$ cat src/rtl/core/mlrq_pkg.sv
package mlrq_pkg;

    localparam int NUM_TASKS  = 64;
    localparam int NUM_LEVELS = 16;
    localparam int NUM_CPUS   = 4;
    localparam int QPL        = NUM_CPUS + 1;
    localparam int NUM_QUEUES = NUM_LEVELS * QPL;

    // The task index is taken from the low bits of the request, so the task
    // count is kept a power of two.
    localparam int TASK_W  = $clog2(NUM_TASKS);
    localparam int LINK_W  = TASK_W + 1;
    localparam int QID_W   = $clog2(NUM_QUEUES);
    localparam int LVL_W   = (NUM_LEVELS > 1) ? $clog2(NUM_LEVELS) : 1;
    localparam int SLICE_W = 23;
    localparam int TICKS_W = 16;
    localparam int QUANT_W = 7;

    localparam int FIFO_DEPTH = 2;
    localparam int FPTR_W     = $clog2(FIFO_DEPTH);
    localparam int FCNT_W     = $clog2(FIFO_DEPTH + 1);

    localparam logic [LINK_W-1:0] NIL = LINK_W'(NUM_TASKS);

    localparam logic [QUANT_W-1:0] QUANTUM_TAB [16] = '{
        7'd50, 7'd50, 7'd20, 7'd20, 7'd10, 7'd10, 7'd10, 7'd5,
        7'd5,  7'd5,  7'd5,  7'd5,  7'd5,  7'd5,  7'd5,  7'd5
    };
    localparam logic [QUANT_W-1:0] QUANTUM_DEFAULT = 7'd100;

    typedef enum logic [1:0] {
        CMD_PUSH_BACK  = 2'd0,
        CMD_PUSH_FRONT = 2'd1,
        CMD_ERASE      = 2'd2,
        CMD_PICK       = 2'd3
    } t_cmd;

    typedef enum logic [2:0] {
        STS_OK         = 3'd0,
        STS_EMPTY      = 3'd1,
        STS_BAD_PRIO   = 3'd2,
        STS_QUEUED     = 3'd3,
        STS_NOT_QUEUED = 3'd4
    } t_status;

    typedef enum logic [3:0] {
        S_IDLE,
        S_DECODE,
        S_SCAN,
        S_PICK_HEAD,
        S_UNLINK,
        S_SLICE,
        S_FRONT_1,
        S_FRONT_2,
        S_BACK_1,
        S_BACK_2
    } t_state;

    // Classified request as it travels from the front part to the back part.
    typedef struct packed {
        t_cmd              cmd;
        logic [TASK_W-1:0] task_id;
        logic [7:0]        prio;
        logic              prio_ok;
        logic [QID_W-1:0]  qid;
        logic [LVL_W-1:0]  top;
        logic              cpu_ok;
        logic [1:0]        cpu;
    } t_req;

    function automatic logic [QUANT_W-1:0] quantum(input logic [7:0] p);
        logic [QUANT_W-1:0] q;
        if (p < 8'd16) begin
            q = QUANTUM_TAB[p[3:0]];
        end else begin
            q = QUANTUM_DEFAULT;
        end
        return q;
    endfunction

endpackage

$ cat src/rtl/core/mlrq_front.sv
module mlrq_front (
    input  logic           i_clk,
    input  logic           i_rst_n,
    input  logic           i_start,
    output logic           o_busy,
    input  logic [1:0]     i_cmd,
    input  logic [5:0]     i_task_id,
    input  logic [7:0]     i_priority_req,
    input  logic [2:0]     i_affinity,
    input  logic [1:0]     i_cpu,
    input  logic [7:0]     i_pick_limit,
    output mlrq_pkg::t_req o_req,
    output logic           o_req_vld,
    input  logic           i_req_pop
);
    import mlrq_pkg::*;

    t_req              req_in;
    logic [2:0]        sub;
    logic              push;
    logic              pop;
    t_req              r_fifo [FIFO_DEPTH];
    logic [FPTR_W-1:0] r_wp;
    logic [FPTR_W-1:0] r_rp;
    logic [FCNT_W-1:0] r_cnt;
    logic [FPTR_W-1:0] n_wp;
    logic [FPTR_W-1:0] n_rp;
    logic [FCNT_W-1:0] n_cnt;

    // Affinity beyond the last cpu falls back to the global queue.
    always_comb begin
        sub = (32'(i_affinity) <= NUM_CPUS) ? i_affinity : 3'd0;
        req_in.cmd     = t_cmd'(i_cmd);
        req_in.task_id = i_task_id[TASK_W-1:0];
        req_in.prio    = i_priority_req;
        req_in.prio_ok = 32'(i_priority_req) < NUM_LEVELS;
        req_in.qid     = QID_W'(32'(i_priority_req[LVL_W-1:0]) * QPL + 32'(sub));
        req_in.top     = (32'(i_pick_limit) > NUM_LEVELS - 1) ? LVL_W'(NUM_LEVELS - 1)
                                                            : i_pick_limit[LVL_W-1:0];
        req_in.cpu_ok  = 32'(i_cpu) < NUM_CPUS;
        req_in.cpu     = i_cpu;
    end

    assign o_busy    = (r_cnt == FCNT_W'(FIFO_DEPTH));
    assign o_req_vld = (r_cnt != '0);
    assign o_req     = r_fifo[r_rp];
    assign push      = i_start && !o_busy;
    assign pop       = i_req_pop && o_req_vld;

    always_comb begin
        n_wp  = r_wp;
        n_rp  = r_rp;
        n_cnt = r_cnt;
        if (push) begin
            n_wp = (32'(r_wp) == FIFO_DEPTH - 1) ? '0 : r_wp + 1'b1;
        end
        if (pop) begin
            n_rp = (32'(r_rp) == FIFO_DEPTH - 1) ? '0 : r_rp + 1'b1;
        end
        if (push && !pop) begin
            n_cnt = r_cnt + 1'b1;
        end else if (pop && !push) begin
            n_cnt = r_cnt - 1'b1;
        end
    end

    always_ff @(posedge i_clk) begin
        if (!i_rst_n) begin
            r_wp  <= '0;
            r_rp  <= '0;
            r_cnt <= '0;
        end else begin
            r_wp  <= n_wp;
            r_rp  <= n_rp;
            r_cnt <= n_cnt;
        end
    end

    always_ff @(posedge i_clk) begin
        if (push) begin
            r_fifo[r_wp] <= req_in;
        end
    end

endmodule

$ cat src/rtl/core/mlrq_back.sv
module mlrq_back (
    input  logic                    i_clk,
    input  logic                    i_rst_n,
    input  logic                    i_cfg_we,
    input  logic [15:0]             i_cfg_wdata,
    input  mlrq_pkg::t_req          i_req,
    input  logic                    i_req_vld,
    output logic                    o_req_pop,
    output logic                    o_done,
    output logic [2:0]              o_status,
    output logic                    o_found,
    output logic [5:0]              o_picked_task,
    output logic [22:0]             o_slice_ticks
);
    import mlrq_pkg::*;

    t_state               r_state, n_state;
    t_req                 r_req, n_req;
    logic [LVL_W-1:0]     r_lv, n_lv;
    logic [TASK_W-1:0]    r_tid, n_tid;
    logic [TICKS_W-1:0]   r_ticks;
    logic                 r_done, n_done;
    t_status              r_status, n_status;
    logic                 r_found, n_found;
    logic [TASK_W-1:0]    r_task, n_task;
    logic [SLICE_W-1:0]   r_slice, n_slice;

    logic [NUM_TASKS-1:0]  r_queued;
    logic [NUM_QUEUES-1:0] r_nonempty;

    logic [LINK_W-1:0] mem_next [NUM_TASKS];
    logic [LINK_W-1:0] mem_prev [NUM_TASKS];
    logic [QID_W-1:0]  mem_qid  [NUM_TASKS];
    logic [7:0]        mem_prio [NUM_TASKS];
    logic [LINK_W-1:0] mem_head [NUM_QUEUES];
    logic [LINK_W-1:0] mem_tail [NUM_QUEUES];

    logic [LINK_W-1:0] r_next_rd, r_prev_rd, r_head_rd, r_tail_rd;
    logic [QID_W-1:0]  r_qid_rd;
    logic [7:0]        r_prio_rd;

    logic              lnk_re, head_re, tail_re;
    logic [TASK_W-1:0] lnk_ra;
    logic [QID_W-1:0]  head_ra, tail_ra;

    logic              next_we, prev_we, qid_we, prio_we, head_we, tail_we;
    logic [TASK_W-1:0] next_wa, prev_wa, qid_wa, prio_wa;
    logic [LINK_W-1:0] next_wd, prev_wd, head_wd, tail_wd;
    logic [QID_W-1:0]  qid_wd, head_wa, tail_wa;
    logic [7:0]        prio_wd;

    logic              q_set, q_clr, ne_set, ne_clr;
    logic [TASK_W-1:0] q_set_idx, q_clr_idx;
    logic [QID_W-1:0]  ne_set_idx, ne_clr_idx;

    logic [QID_W-1:0]   qid_loc, qid_glb;
    logic               hit_loc, hit_glb;
    logic [LINK_W-1:0]  tid_link;
    logic [SLICE_W-1:0] quant_x, ticks_x;

    always_comb begin
        qid_loc  = QID_W'(32'(r_lv) * QPL + 32'(r_req.cpu) + 1);
        qid_glb  = QID_W'(32'(r_lv) * QPL);
        hit_loc  = r_req.cpu_ok && r_nonempty[qid_loc];
        hit_glb  = r_nonempty[qid_glb];
        tid_link = LINK_W'(r_req.task_id);
        quant_x  = SLICE_W'(quantum(r_prio_rd));
        ticks_x  = SLICE_W'(r_ticks);
    end

    always_comb begin
        n_state  = r_state;
        n_req    = r_req;
        n_lv     = r_lv;
        n_tid    = r_tid;
        n_done   = 1'b0;
        n_status = r_status;
        n_found  = r_found;
        n_task   = r_task;
        n_slice  = r_slice;
        o_req_pop = 1'b0;
        lnk_re  = 1'b0; lnk_ra  = r_tid;
        head_re = 1'b0; head_ra = r_req.qid;
        tail_re = 1'b0; tail_ra = r_req.qid;
        next_we = 1'b0; next_wa = r_req.task_id; next_wd = NIL;
        prev_we = 1'b0; prev_wa = r_req.task_id; prev_wd = NIL;
        qid_we  = 1'b0; qid_wa  = r_req.task_id; qid_wd  = r_req.qid;
        prio_we = 1'b0; prio_wa = r_req.task_id; prio_wd = r_req.prio;
        head_we = 1'b0; head_wa = r_req.qid;     head_wd = tid_link;
        tail_we = 1'b0; tail_wa = r_req.qid;     tail_wd = tid_link;
        q_set  = 1'b0; q_set_idx  = r_req.task_id;
        q_clr  = 1'b0; q_clr_idx  = r_tid;
        ne_set = 1'b0; ne_set_idx = r_req.qid;
        ne_clr = 1'b0; ne_clr_idx = r_qid_rd;

        case (r_state)
            S_IDLE: begin
                if (i_req_vld) begin
                    o_req_pop = 1'b1;
                    n_req     = i_req;
                    n_tid     = i_req.task_id;
                    n_lv      = '0;
                    n_state   = S_DECODE;
                end
            end
            S_DECODE: begin
                n_found = 1'b0;
                n_task  = '0;
                n_slice = '0;
                n_status = STS_OK;
                case (r_req.cmd)
                    CMD_PUSH_BACK, CMD_PUSH_FRONT: begin
                        if (r_queued[r_req.task_id]) begin
                            n_status = STS_QUEUED;
                            n_done   = 1'b1;
                            n_state  = S_IDLE;
                        end else begin
                            prio_we = 1'b1;
                            if (!r_req.prio_ok) begin
                                n_status = STS_BAD_PRIO;
                                n_done   = 1'b1;
                                n_state  = S_IDLE;
                            end else if (!r_nonempty[r_req.qid]) begin
                                // Empty queue: the task becomes both ends.
                                head_we = 1'b1;
                                tail_we = 1'b1;
                                next_we = 1'b1;
                                prev_we = 1'b1;
                                qid_we  = 1'b1;
                                q_set   = 1'b1;
                                ne_set  = 1'b1;
                                n_done  = 1'b1;
                                n_state = S_IDLE;
                            end else if (r_req.cmd == CMD_PUSH_FRONT) begin
                                head_re = 1'b1;
                                n_state = S_FRONT_1;
                            end else begin
                                tail_re = 1'b1;
                                n_state = S_BACK_1;
                            end
                        end
                    end
                    CMD_ERASE: begin
                        if (!r_queued[r_req.task_id]) begin
                            n_status = STS_NOT_QUEUED;
                            n_done   = 1'b1;
                            n_state  = S_IDLE;
                        end else begin
                            lnk_re  = 1'b1;
                            lnk_ra  = r_req.task_id;
                            n_state = S_UNLINK;
                        end
                    end
                    CMD_PICK: begin
                        n_state = S_SCAN;
                    end
                    default: begin
                        n_state = S_IDLE;
                    end
                endcase
            end
            S_SCAN: begin
                if (hit_loc || hit_glb) begin
                    head_re = 1'b1;
                    head_ra = hit_loc ? qid_loc : qid_glb;
                    n_state = S_PICK_HEAD;
                end else if (r_lv == r_req.top) begin
                    n_status = STS_EMPTY;
                    n_done   = 1'b1;
                    n_state  = S_IDLE;
                end else begin
                    n_lv = r_lv + 1'b1;
                end
            end
            S_PICK_HEAD: begin
                lnk_re  = 1'b1;
                lnk_ra  = r_head_rd[TASK_W-1:0];
                n_tid   = r_head_rd[TASK_W-1:0];
                n_state = S_UNLINK;
            end
            S_UNLINK: begin
                if (r_prev_rd != NIL) begin
                    next_we = 1'b1;
                    next_wa = r_prev_rd[TASK_W-1:0];
                    next_wd = r_next_rd;
                end else begin
                    head_we = 1'b1;
                    head_wa = r_qid_rd;
                    head_wd = r_next_rd;
                end
                if (r_next_rd != NIL) begin
                    prev_we = 1'b1;
                    prev_wa = r_next_rd[TASK_W-1:0];
                    prev_wd = r_prev_rd;
                end else begin
                    tail_we = 1'b1;
                    tail_wa = r_qid_rd;
                    tail_wd = r_prev_rd;
                end
                ne_clr = (r_prev_rd == NIL) && (r_next_rd == NIL);
                q_clr  = 1'b1;
                if (r_req.cmd == CMD_PICK) begin
                    n_state = S_SLICE;
                end else begin
                    n_done  = 1'b1;
                    n_state = S_IDLE;
                end
            end
            S_SLICE: begin
                n_found = 1'b1;
                n_task  = r_tid;
                n_slice = quant_x * ticks_x;
                n_done  = 1'b1;
                n_state = S_IDLE;
            end
            S_FRONT_1: begin
                next_we = 1'b1;
                next_wd = r_head_rd;
                prev_we = 1'b1;
                head_we = 1'b1;
                qid_we  = 1'b1;
                q_set   = 1'b1;
                n_state = S_FRONT_2;
            end
            S_FRONT_2: begin
                prev_we = 1'b1;
                prev_wa = r_head_rd[TASK_W-1:0];
                prev_wd = tid_link;
                n_done  = 1'b1;
                n_state = S_IDLE;
            end
            S_BACK_1: begin
                next_we = 1'b1;
                next_wa = r_tail_rd[TASK_W-1:0];
                next_wd = tid_link;
                tail_we = 1'b1;
                qid_we  = 1'b1;
                q_set   = 1'b1;
                n_state = S_BACK_2;
            end
            S_BACK_2: begin
                prev_we = 1'b1;
                prev_wd = r_tail_rd;
                next_we = 1'b1;
                n_done  = 1'b1;
                n_state = S_IDLE;
            end
            default: begin
                n_state = S_IDLE;
            end
        endcase
    end

    always_ff @(posedge i_clk) begin
        if (!i_rst_n) begin
            r_state    <= S_IDLE;
            r_done     <= 1'b0;
            r_ticks    <= TICKS_W'(1);
            r_queued   <= '0;
            r_nonempty <= '0;
        end else begin
            r_state <= n_state;
            r_done  <= n_done;
            if (i_cfg_we) begin
                r_ticks <= i_cfg_wdata;
            end
            if (q_set) begin
                r_queued[q_set_idx] <= 1'b1;
            end
            if (q_clr) begin
                r_queued[q_clr_idx] <= 1'b0;
            end
            if (ne_set) begin
                r_nonempty[ne_set_idx] <= 1'b1;
            end
            if (ne_clr) begin
                r_nonempty[ne_clr_idx] <= 1'b0;
            end
        end
    end

    always_ff @(posedge i_clk) begin
        r_req    <= n_req;
        r_lv     <= n_lv;
        r_tid    <= n_tid;
        r_status <= n_status;
        r_found  <= n_found;
        r_task   <= n_task;
        r_slice  <= n_slice;
    end

    always_ff @(posedge i_clk) begin
        if (next_we) begin
            mem_next[next_wa] <= next_wd;
        end
        if (prev_we) begin
            mem_prev[prev_wa] <= prev_wd;
        end
        if (qid_we) begin
            mem_qid[qid_wa] <= qid_wd;
        end
        if (prio_we) begin
            mem_prio[prio_wa] <= prio_wd;
        end
        if (head_we) begin
            mem_head[head_wa] <= head_wd;
        end
        if (tail_we) begin
            mem_tail[tail_wa] <= tail_wd;
        end
        if (lnk_re) begin
            r_next_rd <= mem_next[lnk_ra];
            r_prev_rd <= mem_prev[lnk_ra];
            r_qid_rd  <= mem_qid[lnk_ra];
            r_prio_rd <= mem_prio[lnk_ra];
        end
        if (head_re) begin
            r_head_rd <= mem_head[head_ra];
        end
        if (tail_re) begin
            r_tail_rd <= mem_tail[tail_ra];
        end
    end

    assign o_done        = r_done;
    assign o_status      = r_status;
    assign o_found       = r_found;
    assign o_picked_task = 6'(r_task);
    assign o_slice_ticks = r_slice;

endmodule

$ cat src/rtl/core/multilevel_ready_queue_scheduler.sv
// Multilevel ready-queue scheduler.
// A request is issued by raising start with the command fields while busy is
// low; it is taken at that clock edge. Commands are push back, push front,
// erase and pick. Each request produces exactly one result, shown on the
// o_ result ports for a single cycle while o_done is high. The receiver
// cannot stall; a result must be captured in that cycle.
// A two-entry request queue sits between the classifying front end and the
// execution engine, so a new request is taken while an older one runs.
// busy is high only while that queue is full.
// With the engine idle, a rejected command or a push into an empty queue ends
// in the decode state; an erase adds an unlink step, a push into a non-empty
// queue two link-update steps, and a pick scans level by level up to its
// clipped limit and, on a hit, reads the head, unlinks and computes the slice.
// One request runs at a time; the next is taken in the cycle o_done is high.
// Reset clears the request queue, the queued and non-empty flags, and sets
// ticks_per_ms to 1. The link memories need no clearing. i_cfg_we writes
// ticks_per_ms; write it only while no request is in flight.
module multilevel_ready_queue_scheduler (
    input  logic        i_clk,
    input  logic        i_rst_n,
    input  logic        start,
    output logic        busy,
    input  logic [1:0]  i_cmd,
    input  logic [5:0]  i_task_id,
    input  logic [7:0]  i_priority_req,
    input  logic [2:0]  i_affinity,
    input  logic [1:0]  i_cpu,
    input  logic [7:0]  i_pick_limit,
    input  logic        i_cfg_we,
    input  logic [15:0] i_cfg_wdata,
    output logic        o_done,
    output logic [2:0]  o_status,
    output logic        o_found,
    output logic [5:0]  o_picked_task,
    output logic [22:0] o_slice_ticks
);
    import mlrq_pkg::*;

    t_req req;
    logic req_vld;
    logic req_pop;

    // Front end: classifies each request and queues it.
    mlrq_front u_front (
        .i_clk          (i_clk),
        .i_rst_n        (i_rst_n),
        .i_start        (start),
        .o_busy         (busy),
        .i_cmd          (i_cmd),
        .i_task_id      (i_task_id),
        .i_priority_req (i_priority_req),
        .i_affinity     (i_affinity),
        .i_cpu          (i_cpu),
        .i_pick_limit   (i_pick_limit),
        .o_req          (req),
        .o_req_vld      (req_vld),
        .i_req_pop      (req_pop)
    );

    // Back end: walks and updates the linked lists and computes the slice.
    mlrq_back u_back (
        .i_clk         (i_clk),
        .i_rst_n       (i_rst_n),
        .i_cfg_we      (i_cfg_we),
        .i_cfg_wdata   (i_cfg_wdata),
        .i_req         (req),
        .i_req_vld     (req_vld),
        .o_req_pop     (req_pop),
        .o_done        (o_done),
        .o_status      (o_status),
        .o_found       (o_found),
        .o_picked_task (o_picked_task),
        .o_slice_ticks (o_slice_ticks)
    );

endmodule

$ cat config.mk
export PLATFORM = sky130hd
export DESIGN_NAME = multilevel_ready_queue_scheduler
export DESIGN_NICKNAME = d
export VERILOG_FILES = /design/src/rtl/core/mlrq_pkg.sv /design/src/rtl/core/mlrq_front.sv /design/src/rtl/core/mlrq_back.sv /design/src/rtl/core/multilevel_ready_queue_scheduler.sv
export SDC_FILE = /design/constraint.sdc
export NUM_CORES = 2
export LEC_CHECK = 0
export BUFFER_PORTS_ARGS = -buffer_cell sky130_fd_sc_hd__buf_2
export CAP_MARGIN = 0
export CORE_MARGIN = 8
export CORE_UTILIZATION = 68
export CTS_BUF_LIST = sky130_fd_sc_hd__clkbuf_16
export CTS_CLUSTER_DIAMETER = 60
export CTS_CLUSTER_SIZE = 28
export DETAILED_ROUTE_END_ITERATION = 10
export PLACE_DENSITY = 0.9
export SYNTH_ARGS = -nofsm -noshare
export SYNTH_HDL_FRONTEND = slang
export SYNTH_SLANG_ARGS = --single-unit
$ cat constraint.sdc
create_clock -name i_clk -period 13.05 [get_ports i_clk]
set_input_delay 1.305 -clock i_clk [delete_from_list [all_inputs] [get_ports i_clk]]
set_output_delay 1.305 -clock i_clk [all_outputs]
set_load 0.02 [all_outputs]
After elaboration in Yosys (flattened, before gate mapping) --
Memories as Yosys holds them, arrays and structs flattened. A register that Yosys moved wholly into a read port is not among the register bits. Index checks and enable logic that the tools add are counted. Widths: inputs -> output; s select.
Storage, ports and cells: bits in registers 243, RAM bits 3036, ROM bits 112, bits of input ports 49, output and inout port bits 35, logic and storage cells 258, memories 8
Memories:
- u_back.mem_head | words 80, width 7, rd ports 1, clocked after memory_dff 1, wr ports 1, RTL line mlrq_back.sv:35 | logic [LINK_W-1:0] mem_head [NUM_QUEUES];
- u_back.mem_tail | words 80, width 7, rd ports 1, clocked after memory_dff 1, wr ports 1, RTL line mlrq_back.sv:36 | logic [LINK_W-1:0] mem_tail [NUM_QUEUES];
- u_back.mem_prio | words 64, width 8, rd ports 1, clocked after memory_dff 1, wr ports 1, RTL line mlrq_back.sv:34 | logic [7:0] mem_prio [NUM_TASKS];
- u_back.mem_next | words 64, width 7, rd ports 1, clocked after memory_dff 1, wr ports 1, RTL line mlrq_back.sv:31 | logic [LINK_W-1:0] mem_next [NUM_TASKS];
- u_back.mem_prev | words 64, width 7, rd ports 1, clocked after memory_dff 1, wr ports 1, RTL line mlrq_back.sv:32 | logic [LINK_W-1:0] mem_prev [NUM_TASKS];
- u_back.mem_qid | words 64, width 7, rd ports 1, clocked after memory_dff 1, wr ports 1, RTL line mlrq_back.sv:33 | logic [QID_W-1:0] mem_qid [NUM_TASKS];
- 2 more memories
Operators by class: add/subtract/negate cells 8, multiply operators 3, $lt $le $gt $ge 15, equality and inequality tests 23, muxes and demuxes 140, bitwise operators 7, reductions and logical operators 32
Operators with widths (number):
- $mux 80 | 3
- $mux 64 | 3
- $mux 7 | 16
- $and 80x80->80 | 1
- $not 80->80 | 1
- $or 80x80->80 | 1
- $and 64x64->64 | 1
- $not 64->64 | 1
- $or 64x64->64 | 1
- $mux 1 | 61
- $pmux 6 s2 | 5
- $pmux 23 s2 | 1
- $mux 4 | 11
- $pmux 7 s3 | 2
- $lt 7x8->1 const B | 4
- $mux 6 | 5
- $pmux 4 s7 | 1
- $mul 7x16->23 | 1
- $bmux 1 s7 | 3
- $mux 3 | 7
- $eq 4x3->1 const B | 4
- $lt 8x5->1 const B | 2
- $demux 1 s7 | 2
- $eq 7x7->1 const B | 2
- other kinds (45) | 89

Longest topological paths before layout --
word-level depth 11, depth in mapped cells 27, mapped depth without buffers 26

Cells and area by module --
From an unflattened synthesis, not the netlist that was laid out.
Second synthesis, totals: cell total of the unflattened synthesis 9363, area, all modules 136417.1 um2
Modules (own cells, without submodules):
- mlrq_back | times used 1, cells an instance 9204, area each 133687.0 um2
- mlrq_front | times used 1, cells an instance 159, area each 2730.1 um2

Least setup slack after synthesis --
No wires, ideal clock.
path type flip-flop to flip-flop, start point register u_back.r_state[1], end point memory u_back.mem_next[0][6] in the netlist's numbering (data pin), library setup time 1.008 ns, arrival time 5.307 ns, required time 12.042 ns, setup slack 6.735 ns, cell stages (with the launch flop) 6, clock period less this slack 6.315 ns, path through dfxtp_1 -> clkbuf_1 -> nand2b_1 -> nor3_1 -> clkbuf_1 -> o311ai_0
On the way: word-level cells in the longest chain between the ends 2, elaborated cells on any way between the ends 4, those cells by class 3 x eq/ne; 1 x mux
Ends and longest elaborated chain:
- start, declared | RTL line mlrq_back.sv:17 | t_state r_state, n_state;
- start signal, assigned | RTL line mlrq_back.sv:262 | r_state <= n_state;
- $eq 4x4->1 or $eq 4x3->1 (tied branches) | RTL line mlrq_back.sv:96 | case (r_state)
- $pmux 7 s3 (*) | RTL line mlrq_back.sv:96
- named net u_back.next_wd[6] | RTL line mlrq_back.sv:48 | logic [LINK_W-1:0] next_wd, prev_wd, head_wd, tail_wd;
- end, declared | RTL line mlrq_back.sv:31
The timed path passes the listed nets; every way through them passes the cells marked *.

Worst setup path in the final report --
start point register u_back.r_lv[1], end point register u_back.r_head_rd[2] (read register of u_back.mem_head) (data pin)
On the way: word-level cells in the longest chain between the ends 9, elaborated cells on any way between the ends 14, those cells by class 2 x add/sub; 1 x mul; 9 x mux; 2 x reduce/logical
Ends and longest elaborated chain:
- start, declared | RTL line mlrq_back.sv:19 | logic [LVL_W-1:0] r_lv, n_lv;
- start signal, assigned | RTL line mlrq_back.sv:284 | r_lv <= n_lv;
- $mul 4x3->7 (*) | RTL line mlrq_back.sv:62, mlrq_back.sv:63
- $add 7x2->7 | RTL line mlrq_back.sv:62 | qid_loc = QID_W'(32'(r_lv) * QPL + 32'(r_req.cpu) + 1);
- $add 7x1->7 | RTL line mlrq_back.sv:62
- $bmux 1 s7 | RTL line mlrq_back.sv:64 | hit_loc = r_req.cpu_ok && r_nonempty[qid_loc];
- $mux 1 (not written as such) | RTL line mlrq_back.sv:64
- $logic_and 1x1->1 | RTL line mlrq_back.sv:64
- $logic_or 1x1->1 or $mux 7 (tied branches) | RTL line mlrq_back.sv:163, mlrq_back.sv:165
- $mux 1 or $mux 7 (tied branches) | RTL line mlrq_back.sv:163 | if (hit_loc || hit_glb) begin
- $pmux 1 s2 or $mux 7 (tied branches) | RTL line mlrq_back.sv:96
- end, declared | RTL line mlrq_back.sv:38 | logic [LINK_W-1:0] r_next_rd, r_prev_rd, r_head_rd, r_tail_rd;
Every way passes the cells marked *; elsewhere a longest branch is shown, timed or not. The select of a mux whose other input is x is not followed. A chain may end at the register's enable or synchronous reset.

==> results.py <==
metrics = {
    "detailed_routing": {
        "vias": 87905,
        "first_pass_iters": 11,
        "detail-route-antenna-nets": 0,
        "wl_per_cell_um": 29.4,
        "totalWireLength_mm": 360,
        "drcViolationCount": 7,
        "avgViaCountPerCell": 7.18,
        "drtIter0Drc": 16489,
    },
    "sta": {
        "finalSetupViolCount": 0,
        "tightest_slew_ns": 1.49,
        "setup_tns_ns": 0,
        "timing.fmax_mhz": 118,
        "fin_skew_ns": 0.0630,
        "period_needed_ns": 8.47,
        "finalHoldViolations": 0,
        "period_share": 0.649,
        "rsz0062_at_grt": "false",
        "slew_viol_final": 0,
        "fin_hold_ws_ns": 0.529,
        "relSlewSlack": 0.00719,
    },
    "logic_synthesis": {
        "async_flop_share": 0,
        "synth_mux_area_frac": 0.0553,
        "synth_ff_type": "edfxtp_1",
        "ys_seq_area_frac": 0.718,
        "synthCells": 9643,
        "synth_edf_count": 3152,
        "synth_xor_area_frac": 0.00263,
        "ys_ff_latch": 3322,
        "synth_area_sq_um": 137000,
        "synth_top_family_by_area": "compound AO/OA/AOI/OAI gates",
        "synth-simple-area-share": 0.0933,
        "netlist.area_leader.share": 0.693,
        "synth_largest_area_cell": "edfxtp_1",
        "synth.net_count": 9825,
        "yosysWarningCount": 0,
        "synthTopCellsByArea": "edfxtp_1 69%, mux2i_1 4.0%, nand2_1 3.7%",
        "syn_avg_cell_area_sq_um": 14.2,
        "synth_cell_types": 79,
        "synth_compound_area_frac": 0.0936,
        "synth-adder-area-share": 0.0161,
    },
    "worst_setup_path": {
        "cp_data_arrival_time_ns": 9.07,
        "endpoint_kind": "register",
        "crit_fanout": 100,
        "cp_data_required_time_ns": 13.66,
        "crit_type": "reg -> reg",
        "critPathLaunchType": "register",
    },
    "global_routing": {
        "grt_pass1_wl_mm": 531,
        "grt_start_max_net_pins": 221,
        "antenna_found_initial": 14,
        "grt_pass1_vias": 85794,
        "grt_use_total": 0.321,
        "grt_overflow": 0,
    },
    "cts": {
        "clk_path_buf_depth": 3,
        "cts-resized-gates": 0,
        "clock_latency_ns": 0.90,
        "cts_setup_buffers": 0,
        "cts_root_buffer": "clkbuf_16",
        "cts_hold_buf": 0,
        "cts.sinks": 3322,
        "numCtsBuffers": 169,
        "h-tree-depth": 4,
        "clkTransAtPathRegs_ns": 0.10,
        "cts_tree": "built",
    },
    "finish": {
        "final_layout_size_suffix_gt1_frac": 0.0739,
        "multi_input_area_sq_um": 36000,
        "nFillCells": 11169,
        "layout_common_cells": "3152 x edfxtp_1, 1345 x nand2_1, 634 x nor2_1, 542 x mux2i_1, 468 x a21oi_1",
        "nets": 9628,
        "area_growth_syn_to_layout_pct": 6.24,
        "seq_area_sq_um": 98100,
        "layout_commonest_cell": "edfxtp_1",
    },
    "run_status": {
        "outcome": "finished with violations",
        "failed_checks": "design-rule violations, max-capacitance violations",
    },
    "floorplan": {
        "row_count": 164,
        "io_pins": 84,
        "die_w_um": 464,
        "die_y_um": 464,
        "initial_utilization": 0.684,
        "coreArea_sq_um": 200000,
        "dieArea_sq_um": 215000,
    },
    "pwr": {
        "peakVddDrop_mv": 0.287,
        "leakage_nw": 47.4,
        "power_density_nw_per_um2": 214,
    },
    "flow_run": {
        "drv_cap": 1,
    },
    "placed_design": {
        "hpwl_mm": 215,
        "io_buffer_count": 83,
        "gp_congestion": 1.01,
    },
    "min_path": {
        "hp-class": "reg -> reg",
    },
}
==> per-layer routing <==
metal,track usage,wire [um]
met4,0.169,23000
met5,0,32
met2,0.511,169000
met1,0.414,119000
met3,0.0781,48700
==> power by group <==
| group | internal [mW] | switching, mW |
|---|---|---|
| Combinational | 3.21 | 8.26 |
| Clock | 2.68 | 3.57 |
| Sequential | 13.0 | 0.353 |
| Total | 18.9 | 12.2 |
==> flip-flops by register name (all words and copies together), names as in the netlist, 8 cells and up, named ones only <==
signal / cells
u_back.mem_next: 448
u_back.mem_prev: 448
u_back.r_ticks: 16
u_back.r_req: 9
u_back.mem_head: 560
u_back.mem_tail: 560
u_back.mem_qid: 448
u_back.r_nonempty: 80
u_back.o_slice_ticks: 23
u_back.r_queued: 64
u_front.r_fifo: 60
u_back.r_prio_rd: 8
u_back.mem_prio: 512
u_back.prio_wd: 8
==> final cells by class <==
type | count | share of cell area
sequential | 3322 | 0.676
timing repair buffer | 221 | 0.0105
clock inverter | 125 | 0.00932
inverter | 112 | 0.00290
clock buffer | 176 | 0.0304
tap | 2656 | 0.0229
multi-input combinational | 5620 | 0.248
antenna | 9 | 0.000155
==> cell usage after synthesis (46+ instances only) <==
cell type and count:
nand2_1 1355, and2_1 285, and3_1 65, clkbuf_1 437, mux4_2 61, mux2i_1 542, mux2_2 62, dfxtp_1 170
nand4_1 85, nor2_1 643, fa_1 72, a31oi_1 210, o21ai_0 203, o22ai_1 165, edfxtp_1 3152, nor3_1 76
a21oi_1 468, buf_2 95, nor4_1 124, nand3_1 98, a22oi_1 322, a221oi_1 46, a211oi_1 217, o221a_1 64
ha_1 61, inv_1 110
==> worst max-delay path, stage by stage, from the launching register on <==
cell and delay (ns):
edfxtp_1 0.84, inv_1 0.33, fa_1 1.29, mux4_2 0.43
mux4_2 0.48, mux2i_1 0.31, nor2_1 0.19, a2111oi_4 0.39
nand2b_1 0.77, mux2_8 0.77, buf_4 0.88, mux2i_1 0.29
mux2i_1 0.11, o21ai_0 0.27, nor2_1 0.16, a211oi_1 0.36
o211ai_1 0.16
==> metrics by stage <==
step           cell area, sq um  setup slack, ns  std cells  total power [mW]  utilization
2_1_floorplan            137000             6.73       9643              20.6            -
3_3_place_gp             139000             5.06      11931              24.0        0.698
3_5_place_dp             139000             4.73      11931              24.5        0.698
4_1_cts                  145000             4.72      12232              30.6        0.726
5_1_grt                  145000             4.25      12239              31.8        0.727
6_report                 145000             4.58      12241              31.0        0.727
==> path summary, 6_finish.rpt <==
| kind | from | end | slack, ns | cells after the start |
|---|---|---|---|---|
| worst min-delay path | u_front.r_rp | register | 0.53 | 2 |
| worst max register to register | u_back.r_lv[1] | u_back.r_head_rd[2] | 4.58 | 16 |
| worst max-delay path | u_back.r_lv[1] | u_back.r_head_rd[2] | 4.58 | 16 |
| worst min register to register | u_front.r_rp | register | 0.53 | 2 |
==> kinds of logic after synthesis <==
| family | Yosys count |
|---|---|
| flip-flops | 3322 |
| AND/OR/NAND/NOR | 2860 |
| AO/OA/AOI/OAI | 1918 |
| buffers and inverters | 701 |
| multiplexers | 668 |
| adder cells (fa/ha/maj) | 133 |
| XOR/XNOR | 41 |
Note: power is estimated with default switching activity, not from simulation.
